### src/design/tlrq_pkg.sv
// ----------------------------------------------------------------------------
// Three-level ready queue scheduler: shared definitions
// Transaction payload types, field widths, codes and reset values used by the
// scheduler top level and its queue chains.
// ----------------------------------------------------------------------------
package tlrq_pkg;

   localparam int ID_W    = 8;
   localparam int PRIO_W  = 8;
   localparam int BURST_W = 20;
   localparam int LEVEL_W = 2;
   localparam int STATUS_W = 2;

   localparam int CSR_ADDR_W = 1;
   localparam int CSR_DATA_W = 8;

   localparam int QUEUE_DEPTH_DEFAULT = 16;

   // Request kinds.
   localparam logic KIND_INSERT   = 1'b0;
   localparam logic KIND_DISPATCH = 1'b1;

   // Queue levels reported in a response.
   localparam logic [LEVEL_W-1:0] LEVEL_NONE  = 2'd0;
   localparam logic [LEVEL_W-1:0] LEVEL_ONE   = 2'd1;
   localparam logic [LEVEL_W-1:0] LEVEL_TWO   = 2'd2;
   localparam logic [LEVEL_W-1:0] LEVEL_THREE = 2'd3;

   // Response status codes.
   localparam logic [STATUS_W-1:0] STATUS_OK    = 2'd0;
   localparam logic [STATUS_W-1:0] STATUS_EMPTY = 2'd1;
   localparam logic [STATUS_W-1:0] STATUS_FULL  = 2'd2;

   // Configuration register indexes.
   localparam logic [CSR_ADDR_W-1:0] CSR_LEVEL_ONE_MIN = 1'd0;
   localparam logic [CSR_ADDR_W-1:0] CSR_LEVEL_TWO_MIN = 1'd1;

   localparam logic [PRIO_W-1:0] LEVEL_ONE_MIN_RESET = 8'd100;
   localparam logic [PRIO_W-1:0] LEVEL_TWO_MIN_RESET = 8'd50;

   typedef struct packed {
      logic               kind;
      logic [ID_W-1:0]    thread_id;
      logic [PRIO_W-1:0]  priority_req;
      logic [BURST_W-1:0] burst_estimate;
      logic [BURST_W-1:0] time_used;
   } req_type;

   typedef struct packed {
      logic [ID_W-1:0]     selected_id;
      logic [LEVEL_W-1:0]  level;
      logic [STATUS_W-1:0] status;
   } rsp_type;

   // Operation applied to one queue chain in a cycle.
   typedef struct packed {
      logic ins;
      logic pop;
   } chain_op_type;

   // Occupancy reported by one queue chain.
   typedef struct packed {
      logic empty;
      logic full;
   } chain_status_type;

endpackage

### src/design/three_level_ready_queue_scheduler.sv
// ----------------------------------------------------------------------------
// Three-level ready queue scheduler
// Keeps three ready queues of thread ids: level one sorted by remaining burst,
// level two sorted by descending priority, level three in arrival order.
// ----------------------------------------------------------------------------
// Usage:
// A request transaction on req_* either inserts a ready thread (kind insert)
// or dispatches the next thread (kind dispatch). Every request transaction
// yields exactly one response transaction on rsp_*, in request order.
// The request is captured in an operation register at acceptance and applied
// to the three queue chains, loading the response register, once that register
// can take a result. While it executes, the next request can already be
// accepted, so the block sustains one transaction per cycle when the receiver
// does not stall. When rsp_stall holds a waiting response, the captured
// operation stays pending and req_stall is raised until the response register
// frees up. The csr_* port sets the two priority thresholds; the user must
// write it only while idle; the block does not enforce this. A synchronous
// reset empties all queues, drops any pending transaction and restores the
// thresholds to 100 and 50; queue slot contents are not cleared.
// ----------------------------------------------------------------------------
module three_level_ready_queue_scheduler
   import tlrq_pkg::*;
#(
   parameter int QUEUE_DEPTH = QUEUE_DEPTH_DEFAULT
) (
   input  logic                  clock,
   input  logic                  reset,
   input  logic                  req_valid,
   output logic                  req_stall,
   input  req_type               req_data,
   output logic                  rsp_valid,
   input  logic                  rsp_stall,
   output rsp_type               rsp_data,
   input  logic                  csr_we,
   input  logic [CSR_ADDR_W-1:0] csr_addr,
   input  logic [CSR_DATA_W-1:0] csr_wdata
);

   // Thresholds.
   logic [PRIO_W-1:0] l1_min_ff, l1_min_in;
   logic [PRIO_W-1:0] l2_min_ff, l2_min_in;

   // Captured operation: level and sort keys are resolved at acceptance.
   logic               op_valid_ff, op_valid_in;
   logic               op_kind_ff;
   logic [ID_W-1:0]    op_id_ff;
   logic [LEVEL_W-1:0] op_level_ff;
   logic [BURST_W-1:0] op_rem_ff;
   logic [PRIO_W-1:0]  op_prio_key_ff;

   logic               req_accept;
   logic [LEVEL_W-1:0] req_level;
   logic [BURST_W-1:0] req_rem;

   // Response register.
   logic    rsp_valid_ff, rsp_valid_in;
   rsp_type rsp_data_ff, rsp_data_in;

   logic execute;

   chain_op_type     l1_op, l2_op, l3_op;
   chain_status_type l1_status, l2_status, l3_status;
   logic [ID_W-1:0]  l1_head, l2_head, l3_head;

   // The operation register executes once the response register can take
   // its result, and a new request may enter in that same cycle.
   assign execute    = op_valid_ff && (!rsp_valid_ff || !rsp_stall);
   assign req_stall  = op_valid_ff && !execute;
   assign req_accept = req_valid && !req_stall;

   // Level one is tested first, so a level-two threshold above the level-one
   // threshold leaves level two unreachable.
   always_comb begin
      if (req_data.priority_req >= l1_min_ff) begin
         req_level = LEVEL_ONE;
      end else if (req_data.priority_req >= l2_min_ff) begin
         req_level = LEVEL_TWO;
      end else begin
         req_level = LEVEL_THREE;
      end
   end

   // Remaining burst, clipped at zero.
   assign req_rem = (req_data.burst_estimate > req_data.time_used) ?
                    (req_data.burst_estimate - req_data.time_used) : '0;

   always_comb begin
      op_valid_in = op_valid_ff;
      if (req_accept) begin
         op_valid_in = 1'b1;
      end else if (execute) begin
         op_valid_in = 1'b0;
      end
   end

   always_ff @(posedge clock) begin
      if (reset) begin
         op_valid_ff <= 1'b0;
      end else begin
         op_valid_ff <= op_valid_in;
      end
   end

   // Level two sorts by descending priority; the inverted priority turns
   // that into the same ascending order the chain keeps.
   always_ff @(posedge clock) begin
      if (req_accept) begin
         op_kind_ff     <= req_data.kind;
         op_id_ff       <= req_data.thread_id;
         op_level_ff    <= req_level;
         op_rem_ff      <= req_rem;
         op_prio_key_ff <= ~req_data.priority_req;
      end
   end

   // Queue selection and response formation.
   always_comb begin
      l1_op       = '0;
      l2_op       = '0;
      l3_op       = '0;
      rsp_data_in = rsp_data_ff;
      if (execute) begin
         if (op_kind_ff == KIND_INSERT) begin
            rsp_data_in.selected_id = op_id_ff;
            rsp_data_in.level       = op_level_ff;
            rsp_data_in.status      = STATUS_OK;
            unique case (op_level_ff)
               LEVEL_ONE: begin
                  if (l1_status.full) begin
                     rsp_data_in.status = STATUS_FULL;
                  end else begin
                     l1_op.ins = 1'b1;
                  end
               end
               LEVEL_TWO: begin
                  if (l2_status.full) begin
                     rsp_data_in.status = STATUS_FULL;
                  end else begin
                     l2_op.ins = 1'b1;
                  end
               end
               default: begin
                  if (l3_status.full) begin
                     rsp_data_in.status = STATUS_FULL;
                  end else begin
                     l3_op.ins = 1'b1;
                  end
               end
            endcase
         end else begin
            rsp_data_in.status = STATUS_OK;
            if (!l1_status.empty) begin
               l1_op.pop               = 1'b1;
               rsp_data_in.selected_id = l1_head;
               rsp_data_in.level       = LEVEL_ONE;
            end else if (!l2_status.empty) begin
               l2_op.pop               = 1'b1;
               rsp_data_in.selected_id = l2_head;
               rsp_data_in.level       = LEVEL_TWO;
            end else if (!l3_status.empty) begin
               l3_op.pop               = 1'b1;
               rsp_data_in.selected_id = l3_head;
               rsp_data_in.level       = LEVEL_THREE;
            end else begin
               rsp_data_in.selected_id = '0;
               rsp_data_in.level       = LEVEL_NONE;
               rsp_data_in.status      = STATUS_EMPTY;
            end
         end
      end
   end

   always_comb begin
      rsp_valid_in = rsp_valid_ff;
      if (execute) begin
         rsp_valid_in = 1'b1;
      end else if (!rsp_stall) begin
         rsp_valid_in = 1'b0;
      end
   end

   always_ff @(posedge clock) begin
      if (reset) begin
         rsp_valid_ff <= 1'b0;
      end else begin
         rsp_valid_ff <= rsp_valid_in;
      end
   end

   always_ff @(posedge clock) begin
      rsp_data_ff <= rsp_data_in;
   end

   assign rsp_valid = rsp_valid_ff;
   assign rsp_data  = rsp_data_ff;

   // Threshold registers.
   always_comb begin
      l1_min_in = l1_min_ff;
      l2_min_in = l2_min_ff;
      if (csr_we) begin
         unique case (csr_addr)
            CSR_LEVEL_ONE_MIN: l1_min_in = csr_wdata;
            CSR_LEVEL_TWO_MIN: l2_min_in = csr_wdata;
            default: begin
               l1_min_in = l1_min_ff;
            end
         endcase
      end
   end

   always_ff @(posedge clock) begin
      if (reset) begin
         l1_min_ff <= LEVEL_ONE_MIN_RESET;
         l2_min_ff <= LEVEL_TWO_MIN_RESET;
      end else begin
         l1_min_ff <= l1_min_in;
         l2_min_ff <= l2_min_in;
      end
   end

   // Level one: sorted by remaining burst, then id.
   tlrq_chain #(
      .DEPTH (QUEUE_DEPTH),
      .KEY_W (BURST_W)
   ) u_level_one (
      .clock    (clock),
      .reset    (reset),
      .op       (l1_op),
      .order_en (1'b1),
      .new_key  (op_rem_ff),
      .new_id   (op_id_ff),
      .head_id  (l1_head),
      .status   (l1_status)
   );

   // Level two: sorted by inverted priority, then id.
   tlrq_chain #(
      .DEPTH (QUEUE_DEPTH),
      .KEY_W (PRIO_W)
   ) u_level_two (
      .clock    (clock),
      .reset    (reset),
      .op       (l2_op),
      .order_en (1'b1),
      .new_key  (op_prio_key_ff),
      .new_id   (op_id_ff),
      .head_id  (l2_head),
      .status   (l2_status)
   );

   // Level three: arrival order, the key is not used.
   tlrq_chain #(
      .DEPTH (QUEUE_DEPTH),
      .KEY_W (1)
   ) u_level_three (
      .clock    (clock),
      .reset    (reset),
      .op       (l3_op),
      .order_en (1'b0),
      .new_key  (1'b0),
      .new_id   (op_id_ff),
      .head_id  (l3_head),
      .status   (l3_status)
   );

endmodule

### src/design/tlrq_cell.sv
// ----------------------------------------------------------------------------
// Queue cell
// One slot of a queue chain. It holds a key and a thread id, decides whether
// a new entry belongs at or ahead of it, and takes its neighbor's entry when
// the chain shifts.
// ----------------------------------------------------------------------------
module tlrq_cell
   import tlrq_pkg::*;
#(
   parameter int KEY_W = BURST_W
) (
   input  logic             clock,
   input  chain_op_type     op,
   input  logic             order_en,
   input  logic             occupied,
   input  logic             prev_shift,
   input  logic [KEY_W-1:0] new_key,
   input  logic [ID_W-1:0]  new_id,
   input  logic [KEY_W-1:0] left_key,
   input  logic [ID_W-1:0]  left_id,
   input  logic [KEY_W-1:0] right_key,
   input  logic [ID_W-1:0]  right_id,
   output logic [KEY_W-1:0] key,
   output logic [ID_W-1:0]  id,
   output logic             shift
);

   logic [KEY_W-1:0] key_ff, key_in;
   logic [ID_W-1:0]  id_ff, id_in;
   logic             after_new;

   // The held entry sorts after the new one; equal key and id also yield.
   assign after_new = order_en &&
                      ((key_ff > new_key) || ((key_ff == new_key) && (id_ff >= new_id)));
   assign shift = !occupied || after_new;

   always_comb begin
      key_in = key_ff;
      id_in  = id_ff;
      if (op.ins && shift) begin
         if (prev_shift) begin
            key_in = left_key;
            id_in  = left_id;
         end else begin
            key_in = new_key;
            id_in  = new_id;
         end
      end else if (op.pop) begin
         key_in = right_key;
         id_in  = right_id;
      end
   end

   always_ff @(posedge clock) begin
      key_ff <= key_in;
      id_ff  <= id_in;
   end

   assign key = key_ff;
   assign id  = id_ff;

endmodule

### src/design/tlrq_chain.sv
// ----------------------------------------------------------------------------
// Queue chain
// A row of queue cells with a fill count. With ordering enabled it keeps
// entries sorted by ascending key, then ascending id; without it, it is FIFO.
// ----------------------------------------------------------------------------
module tlrq_chain
   import tlrq_pkg::*;
#(
   parameter int DEPTH = QUEUE_DEPTH_DEFAULT,
   parameter int KEY_W = BURST_W
) (
   input  logic             clock,
   input  logic             reset,
   input  chain_op_type     op,
   input  logic             order_en,
   input  logic [KEY_W-1:0] new_key,
   input  logic [ID_W-1:0]  new_id,
   output logic [ID_W-1:0]  head_id,
   output chain_status_type status
);

   localparam int CNT_W = $clog2(DEPTH + 1);
   localparam logic [CNT_W-1:0] CNT_FULL = CNT_W'(DEPTH);
   localparam logic [CNT_W-1:0] CNT_ONE  = CNT_W'(1);

   logic [CNT_W-1:0] count_ff, count_in;
   logic [KEY_W-1:0] cell_key   [DEPTH];
   logic [ID_W-1:0]  cell_id    [DEPTH];
   logic             cell_shift [DEPTH];

   for (genvar i = 0; i < DEPTH; i++) begin : g_cell
      logic [KEY_W-1:0] left_key, right_key;
      logic [ID_W-1:0]  left_id, right_id;
      logic             prev_shift;

      if (i == 0) begin : g_first
         assign left_key   = new_key;
         assign left_id    = new_id;
         assign prev_shift = 1'b0;
      end else begin : g_inner_left
         assign left_key   = cell_key[i-1];
         assign left_id    = cell_id[i-1];
         assign prev_shift = cell_shift[i-1];
      end

      if (i == DEPTH - 1) begin : g_last
         assign right_key = cell_key[i];
         assign right_id  = cell_id[i];
      end else begin : g_inner_right
         assign right_key = cell_key[i+1];
         assign right_id  = cell_id[i+1];
      end

      tlrq_cell #(
         .KEY_W(KEY_W)
      ) u_cell (
         .clock      (clock),
         .op         (op),
         .order_en   (order_en),
         .occupied   (count_ff > CNT_W'(i)),
         .prev_shift (prev_shift),
         .new_key    (new_key),
         .new_id     (new_id),
         .left_key   (left_key),
         .left_id    (left_id),
         .right_key  (right_key),
         .right_id   (right_id),
         .key        (cell_key[i]),
         .id         (cell_id[i]),
         .shift      (cell_shift[i])
      );
   end

   always_comb begin
      count_in = count_ff;
      if (op.ins) begin
         count_in = count_ff + CNT_ONE;
      end else if (op.pop) begin
         count_in = count_ff - CNT_ONE;
      end
   end

   always_ff @(posedge clock) begin
      if (reset) begin
         count_ff <= '0;
      end else begin
         count_ff <= count_in;
      end
   end

   assign head_id      = cell_id[0];
   assign status.empty = (count_ff == '0);
   assign status.full  = (count_ff == CNT_FULL);

endmodule

### config.mk
export PLATFORM = sky130hd
export DESIGN_NAME = three_level_ready_queue_scheduler
export DESIGN_NICKNAME = d
export VERILOG_FILES = /design/src/design/tlrq_pkg.sv /design/src/design/three_level_ready_queue_scheduler.sv /design/src/design/tlrq_cell.sv /design/src/design/tlrq_chain.sv
export SDC_FILE = /design/constraint.sdc
export NUM_CORES = 2
export LEC_CHECK = 0
export ABC_AREA = 1
export ABC_CLOCK_PERIOD_IN_PS = 4550
export BUFFER_PORTS_ARGS = -buffer_cell sky130_fd_sc_hd__buf_2
export CAP_MARGIN = 30
export CORE_MARGIN = 2
export CORE_UTILIZATION = 30
export CTS_CLUSTER_DIAMETER = 120
export CTS_CLUSTER_SIZE = 28
export DETAILED_ROUTE_END_ITERATION = 12
export GPL_ROUTABILITY_DRIVEN = 0
export PLACE_DENSITY = 0.41
export SLEW_MARGIN = 10
export SYNTH_ARGS = -nofsm -noshare
export SYNTH_HDL_FRONTEND = slang
export SYNTH_SLANG_ARGS = --single-unit
### constraint.sdc
create_clock -name clock -period 4.55 [get_ports clock]
set_clock_uncertainty 0.1 [all_clocks]
set_input_delay 0.455 -clock clock [delete_from_list [all_inputs] [get_ports clock]]
set_output_delay 0.455 -clock clock [all_outputs]
set_load 0.005 [all_outputs]
==> flow_metrics.py <==
metrics = {
    "timing": {
        "slew_headroom_pct": 27.7,
        "grt_setup_unrepaired": "no",
        "period_share_pct": 84.9,
        "hold_viol_final": 0,
        "worstMarginPinSlew_ns": 1.08,
        "tns_ns": 0,
        "setup_viol": 0,
        "whs_ns": 0.0605,
        "setup_ws_ns": 0.685,
        "min_period_ns": 3.87,
        "drv_slew": 0,
        "fmaxAchievable_ghz": 0.259,
    },
    "power": {
        "finalPower_mw": 20.2,
        "clockPowerShare_pct": 27.9,
        "netSwitchingPower_mw": 6.98,
        "p_per_area_nw_per_um2": 275,
        "combPwrFrac_pct": 22.9,
        "p_sw_share_pct": 34.6,
        "pwr-share-seq_pct": 49.1,
        "internal_power_mw": 13.2,
        "irDropWorstVdd_uv": 259,
        "p_leak_nw": 34.7,
    },
    "synth": {
        "syn_area_sq_um": 67300,
        "synth_area_leaders": "edfxtp_1, nand2_1, ha_1, o21ai_0, inv_1",
        "synth_compound_area_share_pct": 8.46,
        "synthAdderAreaFrac_pct": 14.1,
        "syn_nets": 9646,
        "seq_area_frac_synth_pct": 40.4,
        "synth_top_family_by_area": "simple AND/OR/NAND/NOR gates",
        "synthCells": 8817,
        "synth_edf_count": 883,
        "synth-xor-area-share_pct": 0.0911,
        "ys.flop_type": "edfxtp_1",
        "synth_top_cell_by_area": "edfxtp_1",
        "synth_cell_types": 57,
        "syn_area_per_cell_sq_um": 7.63,
        "muxShareOfSynthArea_pct": 0.134,
        "synth_seq_cells": 916,
        "yosysTopAreaCellShare_pct": 39.4,
        "ys_warn_count": 0,
        "synth-simple-area-share_pct": 30.3,
        "synthArstFlopShare_pct": 0,
    },
    "critical_path": {
        "crit_type": "register to register",
        "start_kind": "register",
        "max_stage_delay_ns": 0.60,
        "cp-end-kind": "register",
        "cp.required_ns": 4.81,
        "crit_path_cell_trace": "inv_4, buf_4, ha_1, nand2_1, o21ai_0, nand2_1, nand3_1, nand2_1, inv_1, nor2_4, nor2_2, inv_2, nand2_1",
        "cp_max_fo": 24,
        "crit_top_cell": "nand2_1",
        "worstPathArrival_ns": 4.12,
        "slowest_stage": "nand2_1",
    },
    "grt": {
        "grt_pass1_vias": 58500,
        "grt_max_degree": 57,
        "antenna_found_initial": 12,
        "grt-ovfl-total": 0,
        "grt_pass1_wl_um": 384000,
        "grt_usage_pct": 22.1,
    },
    "clocking": {
        "clockBufferDepth": 3,
        "htreeDepth": 2,
        "clockRootBuffer": "clkbuf_16",
        "cts_num_sinks": 916,
        "cts_resized": 0,
        "insertion_delay_ns": 0.75,
        "post_cts_buffers": 0,
        "clkTransAtPathRegs_ns": 0.13,
        "cts_tree": "built",
        "cts_made_buffers": 46,
    },
    "drt": {
        "drc": 0,
        "wl_per_cell_um": 21.8,
        "drtIter0Drc": 4348,
        "dr.pass1.iters": 6,
        "antenna_left": 0,
        "wl_um": 258000,
        "num_vias": 59300,
        "vias_per_cell": 5.01,
    },
    "cells_and_area": {
        "design_area_sq_um": 73400,
        "syn_to_final_growth_pct": 9.03,
        "final_nets": 9652,
        "utilization_pct": 33.0,
        "fillers": 24200,
        "final-instance-count-excl-fill": 11800,
        "drive_above_1_share_pct": 6.18,
    },
    "floorplan": {
        "die_y_um": 478,
        "start_util_pct": 30.2,
        "coreArea_sq_um": 223000,
        "io_pins": 85,
        "rows": 173,
        "die_w_um": 478,
        "dieArea_sq_um": 228000,
    },
    "outcome": {
        "status": "finished, final reports clean",
    },
    "placed_design": {
        "dpl.cell_count": 11700,
        "post-dp-hpwl_um": 192000,
        "portBuffers": 84,
        "pre_cts_ws_ns": 0.606,
        "placed_area_sq_um": 71500,
    },
    "min_path": {
        "hold_path_class": "input pin to register",
    },
    "run": {
        "cap_violations": 0,
    },
}
## cells in the mapped netlist (21+ instances only)
library cell,instances
nand2_1,3946
edfxtp_1,883
ha_1,757
inv_1,595
o21ai_0,476
nand3_1,446
a21oi_1,390
nor2_1,349
nand4_1,199
buf_2,170
clkbuf_1,161
buf_4,38
dfxtp_1,33
o21a_1,32
nor3_1,30
inv_2,29
a21o_1,28
o211ai_1,27
buf_6,22
a31oi_1,21
nand2_2,21
nor2_2,21
## worst paths after layout
| check | start | endpoint | slack [ns] | cells past startpoint |
|---|---|---|---|---|
| setup / recovery | op_id_ff[2] | u_level_two.g_cell[13].u_cell.id[4] | 0.68 | 13 |
| hold / removal | reset | rsp_valid | 0.06 | 3 |
| hold reg to reg | l1_min_ff[3] | l1_min_ff[3] | 0.36 | 2 |
| setup reg to reg | op_id_ff[2] | u_level_two.g_cell[13].u_cell.id[4] | 0.68 | 13 |
## cell type report
cell class,instances,area (sq um),area share [%]
Multi-Input combinational cell,6872,35800,48.7
Sequential cell,916,27200,37.0
Tap cell,2975,3720,5.07
Timing Repair Buffer,354,2740,3.73
Inverter,633,2410,3.28
Clock buffer,53,1200,1.63
Clock inverter,30,372,0.506
Antenna cell,3,7.51,0.0102
## critical path, delay by kind of cell (launching register included)
family | cells | cell delay [ns]
compound gates | 1 | 0.16
flops | 1 | 0.45
simple gates | 7 | 1.43
buf+inv | 4 | 1.14
fa+ha+maj | 1 | 0.16
## state kept, by name, indices dropped and copies added (netlist names)
signal                          flops
op_id_ff                            8
l1_min_ff                           8
u_level_two.count_ff                5
op_level_ff                         2
rsp_data                           12
op_rem_ff                          20
u_level_three.count_ff              5
u_level_one.g_cell.u_cell.key     320
op_valid_ff                         1
u_level_one.g_cell.u_cell.id      128
u_level_two.g_cell.u_cell.id      128
rsp_valid                           1
u_level_three.g_cell.u_cell.id    128
op_kind_ff                          1
u_level_one.count_ff                5
u_level_two.g_cell.u_cell.key     128
op_prio_key_ff                      8
l2_min_ff                           8
## power groups by stage
stage	Sequential, mW	Combinational [mW]	Clock (mW)
finish	9.92	4.63	5.64
global route	9.95	5.20	6.05
CTS	9.92	4.64	5.86
detailed placement	10.1	4.60	0
global placement	10.1	4.53	0
floorplan	9.95	2.90	0
## logic make-up after synthesis
| kind of cell | after synthesis |
|---|---|
| AOI/OAI and AO/OA | 1050 |
| xor gates and xnor gates | 7 |
| adders and majority gates | 758 |
| buffers and inverters | 1029 |
| DFF | 916 |
| muxes | 8 |
| and+or+nand+nor | 5049 |
## routing by layer
metal  global-route usage, %  up-vias  part of all wire (%)
li1                        -    29300                     -
met1                    30.1    28500                    47
met2                    37.2     1263                    47
met3                    2.01      259                   3.8
met4                    5.75        2                   2.8
met5                       0        -                0.0050
## cells in the final DEF, fill, tap and decap left out, types with 90 or more instances in the layout
cell type  count
nand3_1      445
ha_1         757
o21ai_0      475
nand2_1     3946
buf_2         90
a21oi_1      384
nand4_1      199
buf_4        218
edfxtp_1     883
nor2_1       349
inv_1        586
## what timing repair did
item | 4_1_cts | 5_1_grt
endpoints found under the setup margin | 0 | 0
hold endpoints to repair | 34 | 0
hold buffers | 26 | 0
Note: power is estimated with default switching activity, not from simulation.
